**src/sv/sovl_pkg.sv**
```systemverilog
`timescale 1ns / 1ps
package sovl_pkg;

    localparam int MAX_DIM_DEF = 4096;
    localparam int DIM_W       = 13;
    localparam int POS_W       = 12;
    localparam int PIX_W       = 8;
    localparam int REG_IDX_W   = 3;
    localparam int CFG_DATA_W  = 13;

    localparam logic [PIX_W-1:0] KEY_LUMA   = 8'd0;
    localparam logic [PIX_W-1:0] KEY_CHROMA = 8'd128;

    localparam logic [DIM_W-1:0] BASE_WIDTH_RST    = 13'd640;
    localparam logic [DIM_W-1:0] BASE_HEIGHT_RST   = 13'd480;
    localparam logic [DIM_W-1:0] SPRITE_WIDTH_RST  = 13'd64;
    localparam logic [DIM_W-1:0] SPRITE_HEIGHT_RST = 13'd64;
    localparam logic             KEY_ENABLE_RST    = 1'b0;
    localparam logic             AUTO_MOVE_RST     = 1'b1;

    typedef enum logic [REG_IDX_W-1:0] {
        REG_BASE_WIDTH    = 3'd0,
        REG_BASE_HEIGHT   = 3'd1,
        REG_SPRITE_WIDTH  = 3'd2,
        REG_SPRITE_HEIGHT = 3'd3,
        REG_START_COL     = 3'd4,
        REG_START_ROW     = 3'd5,
        REG_KEY_ENABLE    = 3'd6,
        REG_AUTO_MOVE     = 3'd7
    } reg_idx_t;

    typedef struct packed {
        logic [PIX_W-1:0] base_y;
        logic [PIX_W-1:0] base_u;
        logic [PIX_W-1:0] base_v;
        logic [PIX_W-1:0] sprite_y;
        logic [PIX_W-1:0] sprite_u;
        logic [PIX_W-1:0] sprite_v;
    } in_pixel_t;

    typedef struct packed {
        logic [PIX_W-1:0] out_y;
        logic [PIX_W-1:0] out_u;
        logic [PIX_W-1:0] out_v;
        logic             sprite_consumed;
        logic             frame_last;
    } out_pixel_t;

    // clamped dimensions and mode bits
    typedef struct packed {
        logic [DIM_W-1:0] bw;
        logic [DIM_W-1:0] bh;
        logic [DIM_W-1:0] sw;
        logic [DIM_W-1:0] sh;
        logic             key_en;
        logic             auto_move;
    } cfg_t;

    typedef struct packed {
        logic             col_load;
        logic             row_load;
        logic [POS_W-1:0] col;
        logic [POS_W-1:0] row;
    } pos_load_t;

    typedef struct packed {
        logic in_win;
        logic last;
    } raster_stat_t;

endpackage

```
**src/sv/sovl_cfg.sv**
```systemverilog
`timescale 1ns / 1ps
module sovl_cfg #(
    parameter int MAX_DIM = sovl_pkg::MAX_DIM_DEF
) (
    input  logic                               aclk,
    input  logic                               aresetn,
    input  logic                               cfg_we,
    input  logic [sovl_pkg::REG_IDX_W-1:0]     cfg_index,
    input  logic [sovl_pkg::CFG_DATA_W-1:0]    cfg_wdata,
    output sovl_pkg::cfg_t                     cfg,
    output sovl_pkg::pos_load_t                ld
);
    import sovl_pkg::*;

    logic [DIM_W-1:0] base_width_reg, base_width_next;
    logic [DIM_W-1:0] base_height_reg, base_height_next;
    logic [DIM_W-1:0] sprite_width_reg, sprite_width_next;
    logic [DIM_W-1:0] sprite_height_reg, sprite_height_next;
    logic             key_enable_reg, key_enable_next;
    logic             auto_move_reg, auto_move_next;
    reg_idx_t         idx;

    function automatic logic [DIM_W-1:0] clamp_dim(input logic [DIM_W-1:0] v,
                                                   input logic [31:0] limit);
        logic [DIM_W-1:0] r;
        if (v == '0) begin
            r = DIM_W'(1);
        end else if (32'(v) > limit) begin
            r = limit[DIM_W-1:0];
        end else begin
            r = v;
        end
        return r;
    endfunction

    assign idx = reg_idx_t'(cfg_index);

    always_comb begin
        base_width_next    = base_width_reg;
        base_height_next   = base_height_reg;
        sprite_width_next  = sprite_width_reg;
        sprite_height_next = sprite_height_reg;
        key_enable_next    = key_enable_reg;
        auto_move_next     = auto_move_reg;
        ld.col_load        = 1'b0;
        ld.row_load        = 1'b0;
        ld.col             = cfg_wdata[POS_W-1:0];
        ld.row             = cfg_wdata[POS_W-1:0];
        if (cfg_we) begin
            unique case (idx)
                REG_BASE_WIDTH:    base_width_next    = cfg_wdata[DIM_W-1:0];
                REG_BASE_HEIGHT:   base_height_next   = cfg_wdata[DIM_W-1:0];
                REG_SPRITE_WIDTH:  sprite_width_next  = cfg_wdata[DIM_W-1:0];
                REG_SPRITE_HEIGHT: sprite_height_next = cfg_wdata[DIM_W-1:0];
                REG_START_COL:     ld.col_load        = 1'b1;
                REG_START_ROW:     ld.row_load        = 1'b1;
                REG_KEY_ENABLE:    key_enable_next    = cfg_wdata[0];
                REG_AUTO_MOVE:     auto_move_next     = cfg_wdata[0];
            endcase
        end
    end

    always_ff @(posedge aclk) begin
        if (!aresetn) begin
            base_width_reg    <= BASE_WIDTH_RST;
            base_height_reg   <= BASE_HEIGHT_RST;
            sprite_width_reg  <= SPRITE_WIDTH_RST;
            sprite_height_reg <= SPRITE_HEIGHT_RST;
            key_enable_reg    <= KEY_ENABLE_RST;
            auto_move_reg     <= AUTO_MOVE_RST;
        end else begin
            base_width_reg    <= base_width_next;
            base_height_reg   <= base_height_next;
            sprite_width_reg  <= sprite_width_next;
            sprite_height_reg <= sprite_height_next;
            key_enable_reg    <= key_enable_next;
            auto_move_reg     <= auto_move_next;
        end
    end

    always_comb begin
        cfg.bw        = clamp_dim(base_width_reg, 32'(MAX_DIM));
        cfg.bh        = clamp_dim(base_height_reg, 32'(MAX_DIM));
        cfg.sw        = clamp_dim(sprite_width_reg, 32'(cfg.bw));
        cfg.sh        = clamp_dim(sprite_height_reg, 32'(cfg.bh));
        cfg.key_en    = key_enable_reg;
        cfg.auto_move = auto_move_reg;
    end

endmodule

```
**src/sv/sovl_raster.sv**
```systemverilog
`timescale 1ns / 1ps
module sovl_raster #(
    parameter int MAX_DIM = sovl_pkg::MAX_DIM_DEF
) (
    input  logic                   aclk,
    input  logic                   aresetn,
    input  logic                   step,
    input  sovl_pkg::cfg_t         cfg,
    input  sovl_pkg::pos_load_t    ld,
    output sovl_pkg::raster_stat_t stat
);
    import sovl_pkg::*;

    localparam int CNT_W = $clog2(MAX_DIM);
    localparam int MW0   = (CNT_W > DIM_W) ? CNT_W : DIM_W;
    localparam int CW    = ((MW0 > POS_W) ? MW0 : POS_W) + 1;

    typedef struct packed {
        logic [POS_W-1:0] pos;
        logic             dir;
    } axis_t;

    logic [CNT_W-1:0] col_count_reg, col_count_next;
    logic [CNT_W-1:0] row_count_reg, row_count_next;
    logic [POS_W-1:0] pos_col_reg, pos_col_next;
    logic [POS_W-1:0] pos_row_reg, pos_row_next;
    logic             dir_col_reg, dir_col_next;
    logic             dir_row_reg, dir_row_next;
    logic [CW-1:0]    col_e, row_e, pcol_e, prow_e;
    logic             col_end, row_end;
    axis_t            mv_col, mv_row;

    // one bounce step; decreasing when dir is set
    function automatic axis_t bounce(input logic [POS_W-1:0] pos, input logic dir,
                                     input logic [DIM_W-1:0] maxp);
        axis_t            r;
        logic [CW-1:0]    pos_w, max_w, inc;
        pos_w = CW'(pos);
        max_w = CW'(maxp);
        inc   = pos_w + CW'(1);
        r.pos = pos;
        r.dir = dir;
        if (!dir) begin
            if (pos_w < max_w) begin
                r.pos = inc[POS_W-1:0];
                if (inc == max_w) begin
                    r.dir = 1'b1;
                end
            end else begin
                r.dir = 1'b1;
            end
        end else begin
            if (pos != '0) begin
                r.pos = pos - POS_W'(1);
                if (pos == POS_W'(1)) begin
                    r.dir = 1'b0;
                end
            end else begin
                r.dir = 1'b0;
            end
        end
        return r;
    endfunction

    assign col_e  = CW'(col_count_reg);
    assign row_e  = CW'(row_count_reg);
    assign pcol_e = CW'(pos_col_reg);
    assign prow_e = CW'(pos_row_reg);

    assign col_end = col_e >= (CW'(cfg.bw) - CW'(1));
    assign row_end = row_e >= (CW'(cfg.bh) - CW'(1));

    assign stat.last   = col_end && row_end;
    assign stat.in_win = (col_e >= pcol_e) && ((col_e - pcol_e) < CW'(cfg.sw)) &&
                         (row_e >= prow_e) && ((row_e - prow_e) < CW'(cfg.sh));

    assign mv_col = bounce(pos_col_reg, dir_col_reg, cfg.bw - cfg.sw);
    assign mv_row = bounce(pos_row_reg, dir_row_reg, cfg.bh - cfg.sh);

    always_comb begin
        col_count_next = col_count_reg;
        row_count_next = row_count_reg;
        pos_col_next   = pos_col_reg;
        pos_row_next   = pos_row_reg;
        dir_col_next   = dir_col_reg;
        dir_row_next   = dir_row_reg;
        if (step) begin
            if (col_end) begin
                col_count_next = '0;
                row_count_next = row_end ? '0 : row_count_reg + CNT_W'(1);
            end else begin
                col_count_next = col_count_reg + CNT_W'(1);
            end
            if (stat.last && cfg.auto_move) begin
                pos_col_next = mv_col.pos;
                dir_col_next = mv_col.dir;
                pos_row_next = mv_row.pos;
                dir_row_next = mv_row.dir;
            end
        end
        if (ld.col_load) begin
            pos_col_next = ld.col;
            dir_col_next = 1'b0;
        end
        if (ld.row_load) begin
            pos_row_next = ld.row;
            dir_row_next = 1'b0;
        end
    end

    always_ff @(posedge aclk) begin
        if (!aresetn) begin
            col_count_reg <= '0;
            row_count_reg <= '0;
            pos_col_reg   <= '0;
            pos_row_reg   <= '0;
            dir_col_reg   <= 1'b0;
            dir_row_reg   <= 1'b0;
        end else begin
            col_count_reg <= col_count_next;
            row_count_reg <= row_count_next;
            pos_col_reg   <= pos_col_next;
            pos_row_reg   <= pos_row_next;
            dir_col_reg   <= dir_col_next;
            dir_row_reg   <= dir_row_next;
        end
    end

endmodule

```
**src/sv/sovl_mix.sv**
```systemverilog
`timescale 1ns / 1ps
module sovl_mix (
    input  sovl_pkg::in_pixel_t    pix,
    input  sovl_pkg::raster_stat_t stat,
    input  logic                   key_en,
    output sovl_pkg::out_pixel_t   res
);
    import sovl_pkg::*;

    logic keyed;
    logic take;

    assign keyed = key_en && (pix.sprite_y == KEY_LUMA) &&
                   (pix.sprite_u == KEY_CHROMA) && (pix.sprite_v == KEY_CHROMA);
    assign take  = stat.in_win && !keyed;

    always_comb begin
        res.out_y           = take ? pix.sprite_y : pix.base_y;
        res.out_u           = take ? pix.sprite_u : pix.base_u;
        res.out_v           = take ? pix.sprite_v : pix.base_v;
        res.sprite_consumed = stat.in_win;
        res.frame_last      = stat.last;
    end

endmodule

```
**src/sv/sprite_overlay_color_key.sv**
```systemverilog
`timescale 1ns / 1ps
// A pixel accepted at the input is presented on m_data from the output register.
// Throughput: one pixel per cycle unless m_ready stalls; input register, compositing
// logic, output register: one pixel can wait at the input while a result stalls.
// Reset (aresetn low, synchronous): valids, raster counters, sprite position and
// direction cleared; registers return to their defaults.
module sprite_overlay_color_key #(
    parameter int MAX_DIM = sovl_pkg::MAX_DIM_DEF
) (
    input  logic                            aclk,
    input  logic                            aresetn,
    input  logic                            cfg_we,
    input  logic [sovl_pkg::REG_IDX_W-1:0]  cfg_index,
    input  logic [sovl_pkg::CFG_DATA_W-1:0] cfg_wdata,
    input  logic                            s_valid,
    output logic                            s_ready,
    input  sovl_pkg::in_pixel_t             s_data,
    output logic                            m_valid,
    input  logic                            m_ready,
    output sovl_pkg::out_pixel_t            m_data
);
    import sovl_pkg::*;

    cfg_t         cfg;
    pos_load_t    ld;
    raster_stat_t stat;
    out_pixel_t   res;

    in_pixel_t    in_data_reg, in_data_next;
    logic         in_vld_reg, in_vld_next;
    out_pixel_t   out_data_reg, out_data_next;
    logic         out_vld_reg, out_vld_next;
    logic         out_free;
    logic         advance;

    assign out_free = !out_vld_reg || m_ready;
    assign advance  = in_vld_reg && out_free;
    assign s_ready  = !in_vld_reg || out_free;
    assign m_valid  = out_vld_reg;
    assign m_data   = out_data_reg;

    sovl_cfg #(.MAX_DIM(MAX_DIM)) u_cfg (
        .aclk      (aclk),
        .aresetn   (aresetn),
        .cfg_we    (cfg_we),
        .cfg_index (cfg_index),
        .cfg_wdata (cfg_wdata),
        .cfg       (cfg),
        .ld        (ld)
    );

    sovl_raster #(.MAX_DIM(MAX_DIM)) u_raster (
        .aclk    (aclk),
        .aresetn (aresetn),
        .step    (advance),
        .cfg     (cfg),
        .ld      (ld),
        .stat    (stat)
    );

    sovl_mix u_mix (
        .pix    (in_data_reg),
        .stat   (stat),
        .key_en (cfg.key_en),
        .res    (res)
    );

    always_comb begin
        in_data_next  = in_data_reg;
        in_vld_next   = in_vld_reg;
        out_data_next = out_data_reg;
        out_vld_next  = out_vld_reg;
        if (s_valid && s_ready) begin
            in_data_next = s_data;
            in_vld_next  = 1'b1;
        end else if (advance) begin
            in_vld_next = 1'b0;
        end
        if (advance) begin
            out_data_next = res;
            out_vld_next  = 1'b1;
        end else if (m_ready) begin
            out_vld_next = 1'b0;
        end
    end

    always_ff @(posedge aclk) begin
        if (!aresetn) begin
            in_vld_reg  <= 1'b0;
            out_vld_reg <= 1'b0;
        end else begin
            in_vld_reg  <= in_vld_next;
            out_vld_reg <= out_vld_next;
        end
    end

    always_ff @(posedge aclk) begin
        in_data_reg  <= in_data_next;
        out_data_reg <= out_data_next;
    end

`ifndef SYNTHESIS
    // a pixel leaving the input register always lands in the output register
    a_advance_fills_out: assert property (@(posedge aclk) disable iff (!aresetn)
        advance |=> out_vld_reg)
        else $error("advanced pixel did not reach output register");

    // input stalls only with both stages full and the result side blocked
    a_stall_cause: assert property (@(posedge aclk) disable iff (!aresetn)
        !s_ready |-> (in_vld_reg && out_vld_reg && !m_ready))
        else $error("input stalled without a full pipe");

    // a held pixel stays put in the input register
    a_in_hold: assert property (@(posedge aclk) disable iff (!aresetn)
        (in_vld_reg && !out_free) |=> (in_vld_reg && $stable(in_data_reg)))
        else $error("held input pixel lost or changed");

    // no result is issued from an empty input stage
    a_out_source: assert property (@(posedge aclk) disable iff (!aresetn)
        (!in_vld_reg && out_free) |=> !out_vld_reg)
        else $error("result appeared without an input pixel");
`endif

endmodule

```
**config.mk**
```make
export PLATFORM = sky130hd
export DESIGN_NAME = sprite_overlay_color_key
export DESIGN_NICKNAME = d
export VERILOG_FILES = /design/src/sv/sovl_pkg.sv /design/src/sv/sovl_cfg.sv /design/src/sv/sovl_raster.sv /design/src/sv/sovl_mix.sv /design/src/sv/sprite_overlay_color_key.sv
export SDC_FILE = /design/constraint.sdc
export NUM_CORES = 1
export LEC_CHECK = 0
export BUFFER_PORTS_ARGS = -buffer_cell sky130_fd_sc_hd__buf_2
export CAP_MARGIN = 20
export CORE_MARGIN = 5
export CORE_UTILIZATION = 60
export DETAILED_ROUTE_END_ITERATION = 8
export GPL_ROUTABILITY_DRIVEN = 0
export PLACE_DENSITY = 0.79
export SYNTH_ARGS = -nofsm -noshare
export SYNTH_HDL_FRONTEND = slang
export SYNTH_SLANG_ARGS = --single-unit
```
**constraint.sdc**
```tcl
create_clock -name aclk -period 17.1 [get_ports aclk]
set_clock_uncertainty 0.1 [all_clocks]
set_input_delay 0 -clock aclk [delete_from_list [all_inputs] [get_ports aclk]]
set_output_delay 0 -clock aclk [all_outputs]
set_load 0.02 [all_outputs]
```
==> key figures <==
Clocking
  • H-Tree Depth: 4
  • Worst-path clk slew: 90 ps
  • Insertion delay to the later sink of the worst-skew pair: 450 ps
  • Post-CTS sizing: 0
  • CTS Sinks: 180
  • Max clock buf depth: 2
  • CTS Root Cell: clkbuf_16
  • TritonCTS Buffers: 17
  • CTS tree: yes

Global route
  • First-pass GRT wire length: 66.4 mm
  • Most used routing layer: met2
  • Vias in the first global route: around 13000
  • Met2 Usage GRT: 0.522
  • Largest net degree at the start of global routing: 51
  • Initial antenna violation count: 1
  • Total GRT Usage: 0.317
  • Met3 usage: 0.0607
  • Total grt overflow: 0
  • Met1 GRT Util: 0.411

Cells and area
  • Antenna cell count: 0
  • Final nets: 1953
  • Max FFs per register: 48
  • Final core occ: 0.698
  • Layout cells sized above 1: 0.132
  • Commonest non-fill, non-tap cells in the layout: nand2_1 (206), ha_1 (156), nor2_1 (125), a21oi_1 (121), dfxtp_1 (106)
  • Most common cell after layout, fill and taps aside: nand2_1
  • Syn-to-layout area delta: 15.0%

Power and ir drop
  • Logic pwr share: 0.243
  • Pint: 796 µW
  • Seq pwr share: 0.403
  • Sw Pwr: between 300 and 400 µW
  • Clock power share: 0.354
  • Leakage: between 0.006 and 0.007 µW
  • Pwr dens: 75.3 nW/µm²
  • VDD IR max: 77.1 µV
  • Sw frac: 0.329

Setup path
  • Max FO, Critical Path: 15
  • Kind of critical path: flop to flop
  • Largest stage delay, worst path: 810 ps
  • Worst reg2reg path depth: 28
  • Critical Path Most Common Cell: nand2_1
  • Startpoint Class: flop
  • Req. time, crit path: 17370 ps
  • Critical Path End Type: flop
  • Arrival time at the worst endpoint: ~7300 ps
  • Crit-path slowest cell: o311ai_0

Timing
  • Min cycle time layout: 7040 ps
  • Worst Tran Pin Value: 1060 ps
  • Setup TNS: 0 ps
  • Setup-failing EPs final: 0
  • Hold Violations, Final: 0
  • Max Clk Rate: between 0.1 and 0.15 GHz
  • Final Max Slew Viols: 0
  • RSZ-0062 raised after global routing: no
  • Max-slew headroom: 0.289
  • Worst Hold Slack: 157 ps
  • Fin crit share: 0.412

Logic synthesis
  • Mapped Nets: 1812
  • Synthesized area: approximately 14000 µm²
  • Post-synth EDFFs: 74
  • Distinct cells, synth: 81
  • Number of synthesized register bits: 180
  • Post-synthesis async set-or-reset flop share: 0
  • Syn. warnings: 0
  • Synthesized instance count: between 1500 and 2000
  • Predominant post-synthesis flop cell: dfxtp_1
  • Syn Area/Cell: 8.65 µm²
  • Seq/Total Area, Yosys: 0.317

Detailed routing
  • DR iter-0 viols: 1420
  • Post-DR vias/cell: 6.39
  • Routed WL per cell: slightly above 20 µm
  • Drt pass-1 iters: 6
  • ANT nets after route: 0
  • Remaining DRCs: 0
  • Via count: 12919
  • Total Wirelength: ~41 mm

Place
  • Buffers on Ports: 96
  • Detail Placement HPWL: 28.9 mm

Min path
  • HP Class: primary input to flop
  • Hold depth: 2

Die
  • FP Rows: 55
  • Die area: 25900 µm²
  • Die height: 161 µm
  • Die X-Extent: 161 µm
  • Num ports: 97
  • Core Box Area: 22600 µm²
  • Starting density of the core: 0.607

Run status
  • Outcome: finished clean

Flow run
  • Max cap viols: 0
==> cells in the mapped netlist (25+ instances only) <==
| cell type | n | area (µm²) |
|---|---|---|
| mux2_2 | 25 | 282 |
| nand2_1 | 206 | 773 |
| nand4_1 | 50 | 313 |
| nor2_1 | 126 | 473 |
| xor2_1 | 29 | 254 |
| a31oi_1 | 30 | 188 |
| edfxtp_1 | 74 | 2220 |
| nand3_1 | 56 | 280 |
| ha_1 | 156 | 1950 |
| o21ai_0 | 68 | 340 |
| nor3_1 | 35 | 175 |
| xnor2_1 | 71 | 622 |
| a21o_1 | 26 | 195 |
| clkbuf_1 | 45 | 169 |
| dfxtp_1 | 106 | 2120 |
| a21oi_1 | 121 | 606 |
| inv_1 | 72 | 270 |
==> layout make-up <==
type	instances	area [µm²]
Clock inverter	15	203
Tap cell	285	357
Fill cell	1721	6820
Multi-Input combinational cell	1277	8870
Clock buffer	17	425
Timing Repair Buffer	174	1270
Inverter	74	278
Sequential cell	180	4340
==> cell families (layout without fill, tap and decap cells) <==
kind of cell / count (synthesis) / in the layout / share of synthesized area
and+or+nand+nor: 600 / 600 / 0.213
DFF: 180 / 180 / 0.317
xor gates and xnor gates: 103 / 103 / 0.0689
buffers and inverters: 126 / 280 / 0.0358
AOI/OAI and AO/OA: 360 / 360 / 0.168
adders and majority gates: 160 / 160 / 0.148
muxes: 54 / 54 / 0.0491
==> worst paths after layout <==
| check | startpoint | endpoint | slack [ps] |
|---|---|---|---|
| setup / recovery | u_cfg.base_height_reg[6] | u_raster.pos_row_reg[0] | 10060 |
| hold reg to reg | u_cfg.sprite_width_reg[0] | u_cfg.sprite_width_reg[0] | 380 |
| hold / removal | s_data[42] | in_data_reg[42] | 160 |
| setup reg to reg | u_cfg.base_height_reg[6] | u_raster.pos_row_reg[0] | 10060 |
==> power groups by stage <==
stage,Sequential [µW],Combinational [µW],Clock (µW)
6_report,479,288,420
5_1_grt,480,317,439
4_1_cts,477,280,416
3_5_place_dp,487,265,0
3_3_place_gp,486,258,0
2_1_floorplan,487,197,0
==> what timing repair did <==
action,in CTS,in global routing
setup buffers,0,0
endpoints found under the hold margin,128,0
hold buffers,69,0
==> per-layer routing <==
metal | vias to the layer above | routed length [µm]
met5 | - | 0
met4 | 0 | 1650
met3 | 122 | 3710
met2 | 623 | 19200
met1 | 6084 | 16900
li1 | 6090 | -
==> metrics by stage <==
stage          instance area [µm²]  worst slack (ps)  power, µW  cells
6_report                     15700             10060       1190   2022
5_1_grt                      15700              9580       1240   2022
4_1_cts                      15700             10130       1170   2018
3_5_place_dp                 14400             10190        752   1917
3_3_place_gp                 14400             10350        744   1917
2_1_floorplan                13700             10690        683   1583
==> worst max-delay path: cells and delay by family, from the launching register on <==
family	cells	cell delay, ps
fa+ha+maj	3	1060
mux	1	190
compound gates	9	2410
simple gates	12	2380
buf+inv	3	400
flops	1	390
Power figures use the tool's default switching activity.
